===== config.mk =====
export PLATFORM = sky130hd
export DESIGN_NAME = q2e_mul
export DESIGN_NICKNAME = d
export VERILOG_FILES = /design/src/hw/rtl/q2e_pkg.sv /design/src/hw/rtl/q2e_mul.sv
export SDC_FILE = /design/constraint.sdc
export NUM_CORES = 2
export LEC_CHECK = 0
export BUFFER_PORTS_ARGS = -buffer_cell sky130_fd_sc_hd__buf_4
export CAP_MARGIN = 20
export CORE_MARGIN = 2
export CORE_UTILIZATION = 25
export CTS_CLUSTER_DIAMETER = 120
export DETAILED_ROUTE_END_ITERATION = 10
export GPL_ROUTABILITY_DRIVEN = 0
export PLACE_DENSITY_LB_ADDON = 0.08
export SYNTH_ARGS = -nofsm -noshare
export SYNTH_HDL_FRONTEND = slang
export SYNTH_SLANG_ARGS = --single-unit

===== constraint.sdc =====
create_clock -name clk -period 7.44 [get_ports clk]
set_clock_uncertainty 0.05 [all_clocks]
set_input_delay 0.372 -clock clk [delete_from_list [all_inputs] [get_ports clk]]
set_output_delay 0.372 -clock clk [all_outputs]
set_load 0.02 [all_outputs]

===== src/hw/rtl/q2e_pkg.sv =====
// Shared types, constants and helper functions for the quaternion to Euler block.
`default_nettype none

package q2e_pkg;

  // Default number of CORDIC micro-rotations
  localparam int CORDIC_STEPS_DEF = 16;

  // Datapath widths
  localparam int MW  = 30;  // multiplier operand
  localparam int PW  = 60;  // multiplier product
  localparam int SW  = 34;  // product sums
  localparam int XW  = 38;  // CORDIC x / y
  localparam int ZW  = 33;  // CORDIC angle accumulator, degrees * 2^22
  localparam int AW  = 17;  // angles in 1/64 degree, working width
  localparam int SHW = 5;   // CORDIC shift amount / table index
  localparam int VW  = 57;  // square root radicand
  localparam int RW  = 29;  // square root result
  localparam int SQ_STEPS = 29;

  localparam logic signed [XW-1:0] ONE_Q28 = XW'(64'sd268435456);
  localparam logic signed [ZW-1:0] ANG180  = ZW'(64'sd754974720);

  localparam logic signed [AW-1:0] FULL_TURN    = AW'(23040);
  localparam logic signed [AW-1:0] HALF_TURN    = AW'(11520);
  localparam logic signed [AW-1:0] QUARTER_TURN = AW'(5760);

  // Command codes
  localparam logic [1:0] CMD_SAMPLE = 2'd0;
  localparam logic [1:0] CMD_TARE   = 2'd1;
  localparam logic [1:0] CMD_POLL   = 2'd2;
  localparam logic [1:0] CMD_RSVD   = 2'd3;  // unused code, answered as a poll

  // Configuration register indexes
  localparam logic [2:0] REG_NEGATE_X     = 3'd0;
  localparam logic [2:0] REG_NEGATE_Y     = 3'd1;
  localparam logic [2:0] REG_NEGATE_Z     = 3'd2;
  localparam logic [2:0] REG_ROLL_OFFSET  = 3'd3;
  localparam logic [2:0] REG_PITCH_OFFSET = 3'd4;
  localparam logic [2:0] REG_TIMEOUT      = 3'd5;

  // atan(2^-i) in degrees * 2^22
  function automatic logic signed [ZW-1:0] atan_entry(input logic [SHW-1:0] idx);
    logic signed [ZW-1:0] v;
    unique case (idx)
      5'd0:  v = ZW'(188743680);
      5'd1:  v = ZW'(111421900);
      5'd2:  v = ZW'(58872272);
      5'd3:  v = ZW'(29884485);
      5'd4:  v = ZW'(15000234);
      5'd5:  v = ZW'(7507429);
      5'd6:  v = ZW'(3754631);
      5'd7:  v = ZW'(1877430);
      5'd8:  v = ZW'(938729);
      5'd9:  v = ZW'(469366);
      5'd10: v = ZW'(234683);
      5'd11: v = ZW'(117342);
      5'd12: v = ZW'(58671);
      5'd13: v = ZW'(29335);
      5'd14: v = ZW'(14668);
      5'd15: v = ZW'(7334);
      5'd16: v = ZW'(3667);
      5'd17: v = ZW'(1833);
      5'd18: v = ZW'(917);
      5'd19: v = ZW'(458);
      5'd20: v = ZW'(229);
      5'd21: v = ZW'(115);
      5'd22: v = ZW'(57);
      5'd23: v = ZW'(29);
      default: v = '0;
    endcase
    return v;
  endfunction

  function automatic logic signed [AW-1:0] clamp_ang(input logic signed [AW-1:0] a,
                                                     input logic signed [AW-1:0] lim);
    logic signed [AW-1:0] r;
    if (a > lim) r = lim;
    else if (a < -lim) r = -lim;
    else r = a;
    return r;
  endfunction

  function automatic logic signed [AW-1:0] wrap_half(input logic signed [AW-1:0] a);
    logic signed [AW-1:0] r;
    r = a;
    if (r > HALF_TURN) r = r - FULL_TURN;
    if (r < -HALF_TURN) r = r + FULL_TURN;
    return r;
  endfunction

endpackage

`default_nettype wire


===== src/hw/rtl/q2e_mul.sv =====
// Shared signed multiplier with registered product.
`default_nettype none

module q2e_mul (
  input  wire logic                            clk,
  input  wire logic signed [q2e_pkg::MW-1:0]   a,
  input  wire logic signed [q2e_pkg::MW-1:0]   b,
  output logic signed      [q2e_pkg::PW-1:0]   p
);

  always_ff @(posedge clk) begin
    p <= a * b;
  end

endmodule

`default_nettype wire


==> summary.md <==
| Metric | Value |
|---|---|
| Run status | finished, final reports clean |
| Sequential cell area | around 1200 sq um |
| IO Count | ~120 |
| DRC violations left | 0 |
| Slowest cell delay on critical path | 0.60 ns |
| Mapped Cells | roughly 3600 |
| TritonCTS clock tree | yes |
| Met2 Use GR | between 30% and 40% |
| Critical path's most frequent cell | sky130_fd_sc_hd__fa_1 |
| Slowest cell on the critical path | sky130_fd_sc_hd__fa_2 |
| Initial core utilization | 25.1% |
| Kind of capture point of the worst setup path | register |
| Global Route met1 Usage | just over 20% |
| Most flop-heavy register | p |
| Largest driver fanout on the critical path | 16 |
| Area of the die | 139000 sq um |
| Seq cells post-synth | 60 |
| Cts bufs inserted | 9 |
| Area of the core | around 130000 sq um |
| Initial antenna violation count | 4 |
| Maximum buffer depth of the clock tree | 2 |
| Pin count of the biggest net entering global routing | 22 |
| Number of pins with negative max-slew slack in the final report | 0 |
| Worst-path clk slew | 0.06 ns |
| Type of the worst setup path | input pin to register |
| Portion of synthesized cell area occupied by the leading cell type | 56.6% |
| Busiest layer in global routing | met2 |
| Final count of negative-setup-slack endpoints | 0 |
| Antenna Violating Nets Remaining | 0 |
| Sequential area share after synthesis | 3.54% |
| Cell type with the highest aggregate area in the netlist | sky130_fd_sc_hd__fa_1 |
| Max reg flops | 60 |
| Max Cap Violations | 0 |
| Wire length of the first global-routing pass | 176 mm |
| GRT Residual Overflow | 0 |
| Headroom to the max-slew limit | 60.5% |
| Startpoint kind of the worst setup timing path | input pin |
| Initial DRT Pass Iterations | 8 |
| Slew at the pin closest to its max-slew limit | 0.592 ns |
| Die width | 372 um |
| Buffers on Ports | 120 |
| Top cells by area in the synthesized netlist | sky130_fd_sc_hd__fa_1 (57%), sky130_fd_sc_hd__inv_1 (11%), sky130_fd_sc_hd__and2_1 (7.6%) |
| Global router's overall resource usage | 17.2% |
| Total standard cell area after synthesis | 33900 sq um |
| Via count of the first global-routing pass | 28300 |
| Average wire length per cell after detail routing | 19.5 um |
| Unrepaired setup endpoints after global routing | true |
| Vias post-DR | between 20000 and 25000 |
| Number of distinct library cell variants in the gate-level netlist after synthesis | between 60 and 70 |
| Die outline height | between 300 and 400 um |
| Number of nets in the layout | roughly 5200 |
| Tightest Hold Check Type | input pin to register |
| Synthesis warning total | 0 |
| Fraction of met3 tracks used by global routing | 1.43% |
| Cell at the root of the clock tree | sky130_fd_sc_hd__clkbuf_16 |
| Data required time at the worst endpoint | approximately 7.7 ns |
| Post-detail-place hpwl | 103 mm |
| Fin Setup TNS | 0 ns |
| Std cell rows | 135 |
| Hold violation count in the final report | 0 |
| Average cell area after synthesis | 9.29 sq um |
| Share of flip-flops with an asynchronous set or reset | 0% |
| Violation count after the first detailed-routing iteration | ~750 |
| Synthesized netlist net count | a little under 5000 |
| Signal arrival time at the worst endpoint | 7.47 ns |
| Final critical-path share of the clock period | 96.8% |
| Largest registers ranked by flip-flop count | p: 60 flops |
| Vias per cell | 4.14 |
| Ratio of cells with drive above 1 in the final layout | 15.8% |
| Clock period minus final worst setup slack | 7.20 ns |
| Total clock sinks | 60 |
| Max Fclk | 0.139 GHz |
| Most frequently used flop master after synthesis | sky130_fd_sc_hd__dfxtp_1 |
| Fill count | approximately 14000 |
| Footprint of the multi-input gates | 28600 sq um |
| Wirelength, routed | 113 mm |
| Number of synthesized flops with an enable pin | 0 |
| Level count of the clock H-tree | 3 |
| Layout Area Growth over Synthesis | 19.3% |
==> critical path, delay by kind of cell <==
family                     cells  cell delay [ns]
adders and majority gates      9             4.51
buffers and inverters         10             1.46
AOI/OAI and AO/OA              3             0.58
and+or+nand+nor                2             0.33
muxes                          1             0.20
==> what timing repair did <==
action	in CTS	in global routing
hold buffers	0	0
pin swaps	0	36
endpoints found under the setup margin	3	17
setup buffers	0	7
gates resized for setup	3	95
==> Yosys cell counts, drive strengths merged, types with 4 or more instances <==
cell type and count:
or2 4, nor3 16, o211ai 13, xnor2 38
a21oi 59, and3 4, dfxtp 60, nor2 58
nand3 11, buf 6, and2 412, a21boi 4
clkbuf 187, nand4 11, o21ai 33, nand2 497
nor2b 7, nand2b 9, inv 976, o31ai 5
a31oi 7, fa 958, xor2 26, a21o 21
o21a 5, o21bai 11, a211oi 7, ha 174
==> metal layers <==
layer | wire length (um) | part of all wire, %
met1 | 45700 | 41
met2 | 62800 | 56
met3 | 1940 | 1.7
met4 | 2220 | 2.0
met5 | 11 | 0.0098
==> area by class of cell <==
cell class              count  share of cell area [%]
flip-flops and latches     60                    2.97
clock buffers               9                   0.557
inverters                 976                    9.07
clock inverters             7                   0.186
diodes                      2                  0.0124
repair buffers            536                    11.0
well taps                1781                    5.51
multi-input cells        2418                    70.7
==> metrics by stage <==
stage	hold slack [ns]	instances	util (%)	instance area, sq um	setup WS, ns
after CTS	0.264	5780	29.6	40000	0.00185
after global routing	0.288	5788	30.0	40400	-0.109
after detailed placement	0.701	5764	29.4	39700	-0.474
final	0.313	5789	30.0	40400	0.238
after global placement	0.709	5764	29.4	39700	-0.504
after floorplan	0.661	3647	-	33900	0.0993
==> cells by family after synthesis <==
kind of cell    count (synthesis)  share of synthesized area, %
fa+ha+maj                    1132                          63.0
simple gates                 1035                          15.0
compound gates                186                          3.79
mux                             1                        0.0295
flops                          60                          3.54
xor+xnor                       64                          1.65
buf+inv                      1169                          13.0
==> worst paths after layout <==
check             startpoint    end  slack [ns]  cells past startpoint
setup / recovery        b[8]  p[56]        0.24                     25
hold / removal          a[0]   p[0]        0.31                      2
==> placed cells by master (no fill, tap or decap), types with 13 or more instances in the layout <==
master and instances:
sky130_fd_sc_hd__nand2_1 496, sky130_fd_sc_hd__a21o_1 19, sky130_fd_sc_hd__buf_12 26, sky130_fd_sc_hd__dfxtp_1 60, sky130_fd_sc_hd__inv_1 972, sky130_fd_sc_hd__o211ai_1 13
sky130_fd_sc_hd__xnor2_1 38, sky130_fd_sc_hd__buf_4 487, sky130_fd_sc_hd__buf_6 18, sky130_fd_sc_hd__and2_1 411, sky130_fd_sc_hd__fa_1 938, sky130_fd_sc_hd__nor2_1 56
sky130_fd_sc_hd__a21oi_1 50, sky130_fd_sc_hd__o21ai_0 25, sky130_fd_sc_hd__fa_2 20, sky130_fd_sc_hd__xor2_1 25, sky130_fd_sc_hd__ha_1 170
Power is left out: the tool's default activity adds up to more than one toggle a clock period on the data nets, which glitch-free logic cannot reach.
