--- src/hw/rtl/q2e_pkg.sv ---
// Shared types, constants and helper functions for the quaternion to Euler block.
`default_nettype none

package q2e_pkg;

  // Default number of CORDIC micro-rotations
  localparam int CORDIC_STEPS_DEF = 16;

  // Datapath widths
  localparam int MW  = 30;  // multiplier operand
  localparam int PW  = 60;  // multiplier product
  localparam int SW  = 34;  // product sums
  localparam int XW  = 38;  // CORDIC x / y
  localparam int ZW  = 33;  // CORDIC angle accumulator, degrees * 2^22
  localparam int AW  = 17;  // angles in 1/64 degree, working width
  localparam int SHW = 5;   // CORDIC shift amount / table index
  localparam int VW  = 57;  // square root radicand
  localparam int RW  = 29;  // square root result
  localparam int SQ_STEPS = 29;

  localparam logic signed [XW-1:0] ONE_Q28 = XW'(64'sd268435456);
  localparam logic signed [ZW-1:0] ANG180  = ZW'(64'sd754974720);

  localparam logic signed [AW-1:0] FULL_TURN    = AW'(23040);
  localparam logic signed [AW-1:0] HALF_TURN    = AW'(11520);
  localparam logic signed [AW-1:0] QUARTER_TURN = AW'(5760);

  // Command codes
  localparam logic [1:0] CMD_SAMPLE = 2'd0;
  localparam logic [1:0] CMD_TARE   = 2'd1;
  localparam logic [1:0] CMD_POLL   = 2'd2;
  localparam logic [1:0] CMD_RSVD   = 2'd3;  // unused code, answered as a poll

  // Configuration register indexes
  localparam logic [2:0] REG_NEGATE_X     = 3'd0;
  localparam logic [2:0] REG_NEGATE_Y     = 3'd1;
  localparam logic [2:0] REG_NEGATE_Z     = 3'd2;
  localparam logic [2:0] REG_ROLL_OFFSET  = 3'd3;
  localparam logic [2:0] REG_PITCH_OFFSET = 3'd4;
  localparam logic [2:0] REG_TIMEOUT      = 3'd5;

  // atan(2^-i) in degrees * 2^22
  function automatic logic signed [ZW-1:0] atan_entry(input logic [SHW-1:0] idx);
    logic signed [ZW-1:0] v;
    unique case (idx)
      5'd0:  v = ZW'(188743680);
      5'd1:  v = ZW'(111421900);
      5'd2:  v = ZW'(58872272);
      5'd3:  v = ZW'(29884485);
      5'd4:  v = ZW'(15000234);
      5'd5:  v = ZW'(7507429);
      5'd6:  v = ZW'(3754631);
      5'd7:  v = ZW'(1877430);
      5'd8:  v = ZW'(938729);
      5'd9:  v = ZW'(469366);
      5'd10: v = ZW'(234683);
      5'd11: v = ZW'(117342);
      5'd12: v = ZW'(58671);
      5'd13: v = ZW'(29335);
      5'd14: v = ZW'(14668);
      5'd15: v = ZW'(7334);
      5'd16: v = ZW'(3667);
      5'd17: v = ZW'(1833);
      5'd18: v = ZW'(917);
      5'd19: v = ZW'(458);
      5'd20: v = ZW'(229);
      5'd21: v = ZW'(115);
      5'd22: v = ZW'(57);
      5'd23: v = ZW'(29);
      default: v = '0;
    endcase
    return v;
  endfunction

  function automatic logic signed [AW-1:0] clamp_ang(input logic signed [AW-1:0] a,
                                                     input logic signed [AW-1:0] lim);
    logic signed [AW-1:0] r;
    if (a > lim) r = lim;
    else if (a < -lim) r = -lim;
    else r = a;
    return r;
  endfunction

  function automatic logic signed [AW-1:0] wrap_half(input logic signed [AW-1:0] a);
    logic signed [AW-1:0] r;
    r = a;
    if (r > HALF_TURN) r = r - FULL_TURN;
    if (r < -HALF_TURN) r = r + FULL_TURN;
    return r;
  endfunction

endpackage

`default_nettype wire

--- src/hw/rtl/q2e_cordic.sv ---
// Iterative vectoring CORDIC: atan2(y, x) in 1/64 degree, one rotation per cycle.
`default_nettype none

module q2e_cordic #(
  parameter int STEPS = q2e_pkg::CORDIC_STEPS_DEF
) (
  input  wire logic                              clk,
  input  wire logic                              rst,
  input  wire logic                              start,
  input  wire logic signed [q2e_pkg::XW-1:0]     x0,
  input  wire logic signed [q2e_pkg::XW-1:0]     y0,
  output logic                                   done,
  output logic signed      [q2e_pkg::AW-1:0]     angle
);

  localparam int XW = q2e_pkg::XW;
  localparam int ZW = q2e_pkg::ZW;
  localparam int CW = $clog2(STEPS);

  logic signed [XW-1:0] x, y, xs, ys;
  logic signed [ZW-1:0] z, zr, at;
  logic [CW-1:0]        cnt;
  logic [q2e_pkg::SHW-1:0] sh;
  logic                 busy;
  logic                 zero;

  assign sh    = q2e_pkg::SHW'(cnt);
  assign xs    = x >>> sh;
  assign ys    = y >>> sh;
  assign at    = q2e_pkg::atan_entry(sh);
  assign zr    = (z + ZW'(32768)) >>> 16;
  assign angle = zero ? '0 : zr[q2e_pkg::AW-1:0];

  always_ff @(posedge clk) begin
    if (rst) begin
      busy <= 1'b0;
      done <= 1'b0;
    end else begin
      done <= 1'b0;
      if (start) begin
        busy <= 1'b1;
      end else if (busy && cnt == CW'(STEPS - 1)) begin
        busy <= 1'b0;
        done <= 1'b1;
      end
    end
  end

  always_ff @(posedge clk) begin
    if (start) begin
      zero <= (x0 == '0) && (y0 == '0);
      cnt  <= '0;
      // Fold the left half plane onto the right one
      if (x0 < 0) begin
        x <= -x0;
        y <= -y0;
        z <= (y0 < 0) ? -q2e_pkg::ANG180 : q2e_pkg::ANG180;
      end else begin
        x <= x0;
        y <= y0;
        z <= '0;
      end
    end else if (busy) begin
      if (y > 0) begin
        x <= x + ys;
        y <= y - xs;
        z <= z + at;
      end else begin
        x <= x - ys;
        y <= y + xs;
        z <= z - at;
      end
      cnt <= cnt + CW'(1);
    end
  end

endmodule

`default_nettype wire

--- config.mk ---
export PLATFORM = sky130hd
export DESIGN_NAME = q2e_cordic
export DESIGN_NICKNAME = d
export VERILOG_FILES = /design/src/hw/rtl/q2e_pkg.sv /design/src/hw/rtl/q2e_cordic.sv
export SDC_FILE = /design/constraint.sdc
export NUM_CORES = 1
export LEC_CHECK = 0
export BUFFER_PORTS_ARGS = -buffer_cell sky130_fd_sc_hd__buf_2
export CAP_MARGIN = 40
export CELL_PAD_IN_SITES_DETAIL_PLACEMENT = 1
export CELL_PAD_IN_SITES_GLOBAL_PLACEMENT = 2
export CORE_MARGIN = 2
export CORE_UTILIZATION = 36
export DETAILED_ROUTE_END_ITERATION = 7
export PLACE_DENSITY_LB_ADDON = 0.25
export SLEW_MARGIN = 20
export SYNTH_ARGS = -nofsm -noshare
export SYNTH_HDL_FRONTEND = slang
export SYNTH_SLANG_ARGS = --single-unit
--- constraint.sdc ---
create_clock -name clk -period 5.03 [get_ports clk]
set_input_delay 1.2575 -clock clk [delete_from_list [all_inputs] [get_ports clk]]
set_output_delay 1.2575 -clock clk [all_outputs]
set_load 0.02 [all_outputs]
==> results of run 1 <==
==> kinds of logic (layout without fill, tap and decap cells) <==
group,Yosys count,after routing,synth area share [%]
XOR/XNOR,272,272,12.2
multiplexers,186,186,14.4
other,0,1,0
AO/OA/AOI/OAI,684,684,22.1
flip-flops,144,144,20.3
adder cells (fa/ha/maj),127,127,8.23
AND/OR/NAND/NOR,775,775,18.8
buffers and inverters,181,796,3.97
==> critical path: stages, from the launching register on <==
cell	delay (ns)
dfxtp_4	0.37
buf_12	0.13
mux4_2	0.52
a221o_1	0.32
a2111o_1	0.43
a2111o_1	0.46
nor2b_2	0.20
nand3_2	0.14
buf_4	0.17
nor2_4	0.09
a31oi_2	0.12
xnor2_1	0.22
ha_1	0.30
a21oi_2	0.20
o21ai_1	0.09
a211o_1	0.28
a21oi_2	0.15
o211ai_1	0.12
buf_4	0.17
a31oi_4	0.18
o21bai_2	0.10
a21oi_2	0.16
xor2_1	0.19
o21ai_1	0.09
==> layer usage <==
metal  up-vias  GRT usage, %  share of wire (%)
li1      10000             -                  -
met1     10400          32.4                 41
met2       436          50.3                 52
met3       151          3.60                3.5
met4         0          12.4                3.7
met5         -             0                  0
==> worst paths after layout <==
| path | from | end | slack (ns) | cells past startpoint |
|---|---|---|---|---|
| hold / removal | busy | done | 0.60 | 2 |
| setup reg to reg | cnt[1] | x[33] | -0.46 | 23 |
| setup / recovery | cnt[1] | x[33] | -0.46 | 23 |
| hold reg to reg | busy | done | 0.60 | 2 |
==> layout make-up <==
type	count	share of cell area (%)
well taps	696	3.22
repair buffers	705	19.9
diodes	1	0.00924
clock inverters	15	0.536
multi-input cells	2044	59.2
flip-flops and latches	144	14.7
clock buffers	17	1.57
inverters	59	0.818
==> stage by stage <==
stage | cells | setup TNS [ns] | hold slack [ns] | instance area, µm²
floorplan | 2369 | 0 | 0.532 | 19700
global placement | 3573 | -6.35 | 0.579 | 24500
detailed placement | 3574 | -12.31 | 0.578 | 24600
CTS | 3646 | -2.90 | 0.604 | 26000
global route | 3680 | -10.89 | 0.642 | 27100
finish | 3681 | -5.38 | 0.599 | 27100
==> sequential cells by signal, summed over array words and instances (netlist names) <==
name	cells
at	28
busy	1
cnt	4
done	1
x	38
y	38
z	33
zero	1
==> repair_timing <==
action / CTS / global route
endpoints found under the setup margin: 52 / 56
pin swaps: 51 / 114
gates cloned: 3 / 1
resized for setup: 145 / 180
setup buffers: 38 / 36
==> synthesized netlist by cell type, types with 5 or more instances <==
cell | count | area [µm²]
o22ai_1 | 15 | 93.8
clkbuf_1 | 74 | 278
nand3b_1 | 6 | 45.0
nand3_1 | 57 | 285
o211ai_1 | 17 | 128
a221oi_1 | 5 | 43.8
a21oi_1 | 178 | 891
or4_1 | 12 | 90.1
xnor2_1 | 149 | 1310
a21o_1 | 61 | 458
or3_1 | 14 | 87.6
xor2_1 | 123 | 1080
and3_1 | 25 | 156
o21ai_0 | 186 | 931
nand4_1 | 20 | 125
ha_1 | 124 | 1550
nand2_1 | 268 | 1010
mux4_1 | 13 | 342
o21a_1 | 21 | 158
dfxtp_1 | 34 | 681
mux2i_1 | 61 | 611
buf_2 | 14 | 70.1
o21bai_1 | 23 | 173
nor2b_1 | 21 | 131
nor2_1 | 203 | 762
or2_2 | 17 | 106
nor3_1 | 38 | 190
a41oi_1 | 7 | 61.3
inv_1 | 59 | 221
a31oi_1 | 24 | 150
and2_1 | 19 | 119
edfxtp_1 | 110 | 3300
o31ai_1 | 41 | 308
buf_1 | 25 | 93.8
nand2b_1 | 25 | 156
nor4_1 | 18 | 113
a211oi_1 | 21 | 158
mux2_2 | 57 | 642
mux4_2 | 54 | 1220
o41ai_1 | 17 | 149
a221o_1 | 5 | 50.1
==> flow_summary.json, run 1 <==
{
  "dp_hpwl_um": 61100,
  "cts_buffers": 17,
  "synthFlopType": "edfxtp_1",
  "cap_viol_max_count": 0,
  "hold_buffers": 0,
  "synthesis.area_um2": 19600,
  "clk_path_buf_depth": 2,
  "remaining_drc_errors": 0,
  "outcome": "complete, but fails checks",
  "crit_type": "reg -> reg",
  "end_kind": "register",
  "yosysUniqueCellTypes": 92,
  "crit_fanout": 8,
  "fin_worst_skew_ns": 0.0192,
  "routabilityCongestion": 0.923,
  "antenna_found_initial": 1,
  "cts_tree": "done",
  "rows": 85,
  "grt_pass1_wl_um": 122000,
  "antenna_left": 0,
  "pre_cts_slack_ns": -0.547,
  "clk_latency_ns": 0.52,
  "die-area_um2": 56300,
  "grt.overflow.total": 0,
  "nNetsFinal": 3177,
  "slew_headroom_pct": 48.5,
  "synth_edf_count": 110,
  "die_w_um": 237,
  "regArea_um2": 3990,
  "vias": 21000,
  "clock-sinks": 144,
  "routed_wl_um": 79400,
  "die_h_um": 237,
  "crit_path_start_kind": "register",
  "ys_ff_latch": 144,
  "slew_violations": 0,
  "layout_commonest_cell": "buf_4",
  "synthArstFlopShare_pct": 0,
  "rsz0062_at_grt": "yes",
  "hold_viol_final": 0,
  "cp.required_ns": 5.27,
  "finalCritPeriodShare_pct": 109,
  "drtPass1Iterations": 5,
  "hold_class": "reg -> reg",
  "grtUsageTotal_pct": 27.7,
  "core_um2": 53800,
  "cts_root_buf": "clkbuf_16",
  "drt_iter0_drc": 1098,
  "worst_ep_arrival_time_ns": 5.73,
  "layout_common_cells": "buf_4 (562), nand2_1 (252), nor2_1 (188), o21ai_0 (144), xnor2_1 (143)",
  "worst_pin_slew_ns": 0.773,
  "htreeDepth": 4,
  "grt_pass1_vias": 22300,
  "grt_max_degree": 86,
  "multi_input_area_um2": 16000,
  "violations": "negative setup slack",
  "ioPinCount": 97,
  "initial_utilization_pct": 36.4,
  "worst_slack_ns": -0.463,
  "synthCells": 2369,
  "routed_via_density": 5.71,
  "wl_per_cell_um": 21.6,
  "max_freq_mhz": 182,
  "syn-num-nets": 2575,
  "io_buffers": 96,
  "utilization_pct": 50.3,
  "synth_warnings": 0,
  "fillers": 6422,
  "avgSynthCellArea_um2": 8.27,
  "period_minus_slack_ns": 5.49,
  "ys_seq_area_share_pct": 20.3,
  "cts.reportedPaths.clkPinSlew_ns": 0.08,
  "final_layout_size_suffix_gt1_share_pct": 36.8,
  "finalSetupViolCount": 29,
  "syn2layout_area_growth_pct": 38.2
}
Power of run 1 is not shown: default switching activity piles up to over one toggle a cycle in this logic, so the estimate is an artifact.
==> run 2: changes to the inputs <==
CTS_BUF_LIST = sky130_fd_sc_hd__clkbuf_4 sky130_fd_sc_hd__clkbuf_8   (was unset)
==> flow_summary.json, run 2 (synthesis results as in run 1) <==
{
  "outcome": "complete, but fails checks",
  "violations": "negative setup slack",
  "layout_common_cells": "buf_4 (546), nand2_1 (257), nor2_1 (195), o21ai_0 (145), xnor2_1 (143)",
  "rsz0062_at_grt": "yes",
  "clk_path_buf_depth": 2,
  "cts_buffers": 17,
  "syn2layout_area_growth_pct": 34.2,
  "reg_top3": "x x38, y x38, z x33",
  "finalSetupTns_ns": -3.41,
  "hold_viol_final": 0,
  "worst_slack_ns": -0.329,
  "die-area_um2": 56300,
  "io_buffers": 96,
  "clk_latency_ns": 0.61,
  "cp_cell_sequence": "buf_6 -> mux2_4 -> a221o_1 -> a2111o_1 -> a2111o_1 -> buf_6 -> and4bb_2 -> and2_4 -> nor2_1 -> xor2_1 -> ha_1 -> nand2_2 -> o21ai_1 -> a211o_1 -> a21oi_2 -> o211ai_1 -> a31oi_1 -> o21bai_1 -> a21oi_2 -> xor2_1 -> o21ai_1",
  "grt_max_degree": 86,
  "routed_wl_um": 77600,
  "finalCritPeriodShare_pct": 107,
  "finalSetupViolCount": 24,
  "slew_violations": 0,
  "worst_pin_slew_ns": 0.780,
  "hold_class": "reg -> reg",
  "slowest_stage": "edfxtp_1",
  "hold_buffers": 0,
  "final_layout_size_suffix_gt1_share_pct": 34.9,
  "cp.required_ns": 5.36,
  "die_w_um": 237,
  "crit_fanout": 4,
  "crit_type": "reg -> reg",
  "drt_iter0_drc": 1187,
  "drtPass1Iterations": 4,
  "nNetsFinal": 3150,
  "routabilityCongestion": 0.923,
  "grt_pass1_vias": 22000,
  "remaining_drc_errors": 0,
  "ioPinCount": 97,
  "met2_usage_pct": 50.8,
  "antenna_found_initial": 1,
  "dp_hpwl_um": 61100,
  "cp_slowest_stage_delay_ns": 0.52,
  "grt_use_met1_pct": 32.2,
  "clock-sinks": 144,
  "cap_viol_max_count": 0,
  "initial_utilization_pct": 36.4,
  "grt_use_met3_pct": 3.57,
  "cts_root_buf": "clkbuf_8",
  "end_kind": "register",
  "grt.busiest_layer": "met2",
  "antenna_left": 0,
  "period_minus_slack_ns": 5.36,
  "core_um2": 53800,
  "cts_tree": "done",
  "vias": 20800,
  "cts.reportedPaths.clkPinSlew_ns": 0.12,
  "layout_commonest_cell": "buf_4",
  "htreeDepth": 4,
  "grt_pass1_wl_um": 121000,
  "crit_path_start_kind": "register",
  "multi_input_area_um2": 15700,
  "slew_headroom_pct": 48.0,
  "regArea_um2": 4000,
  "grt.overflow.total": 0,
  "fin_worst_skew_ns": 0.0378,
  "worst_ep_arrival_time_ns": 5.68,
  "rows": 85,
  "routed_via_density": 5.69,
  "max_freq_mhz": 187,
  "fillers": 6477,
  "wl_per_cell_um": 21.2,
  "holdWs_ns": 0.612,
  "grtUsageTotal_pct": 27.3,
  "die_h_um": 237
}
[run 2: layer usage]
layer  vias to the layer above  part of all wire [%]
met5                         -                     0
met3                       113                   3.1
met2                       362                    53
met4                         0                   2.7
li1                       9950                     -
met1                     10400                    41
[run 2: path summary, 6_finish.rpt]
| kind | cells past startpoint | slack (ns) | to | from |
|---|---|---|---|---|
| worst min register to register | 2 | 0.61 | busy | busy |
| worst max-delay path | 21 | -0.33 | x[33] | y[12] |
| worst max register to register | 21 | -0.33 | x[33] | y[12] |
| worst min-delay path | 2 | 0.61 | busy | busy |
[run 2: stage by stage]
step	util, %	cell area (µm²)	instances	worst slack, ns
after floorplan	-	19700	2369	0.0106
after global placement	45.6	24500	3573	-0.361
after detailed placement	45.6	24600	3574	-0.547
after CTS	47.5	25500	3623	-0.262
after global routing	48.9	26300	3653	-0.511
final	48.9	26300	3654	-0.329
[run 2: critical path: cells and delay by family, from the launching register on]
| kind | cells | cell delay, ns |
|---|---|---|
| muxes | 1 | 0.26 |
| adders and majority gates | 1 | 0.35 |
| buffers and inverters | 2 | 0.34 |
| and+or+nand+nor | 4 | 0.67 |
| xor gates and xnor gates | 2 | 0.33 |
| AOI/OAI and AO/OA | 11 | 2.63 |
| DFF | 1 | 0.52 |
[run 2: area by class of cell]
type,instances,area share (%)
multi-input cells,2044,59.8
clock buffers,17,0.890
flip-flops and latches,144,15.2
diodes,1,0.00951
repair buffers,678,19.4
well taps,696,3.31
clock inverters,15,0.552
inverters,59,0.842
[run 2: timing repair]
item	CTS	global route
gates resized for setup	124	132
buffers inserted	18	29
pin swaps	37	47
gates cloned	0	1
endpoints found under the setup margin	52	54
Power of run 2 is left out for the same reason.
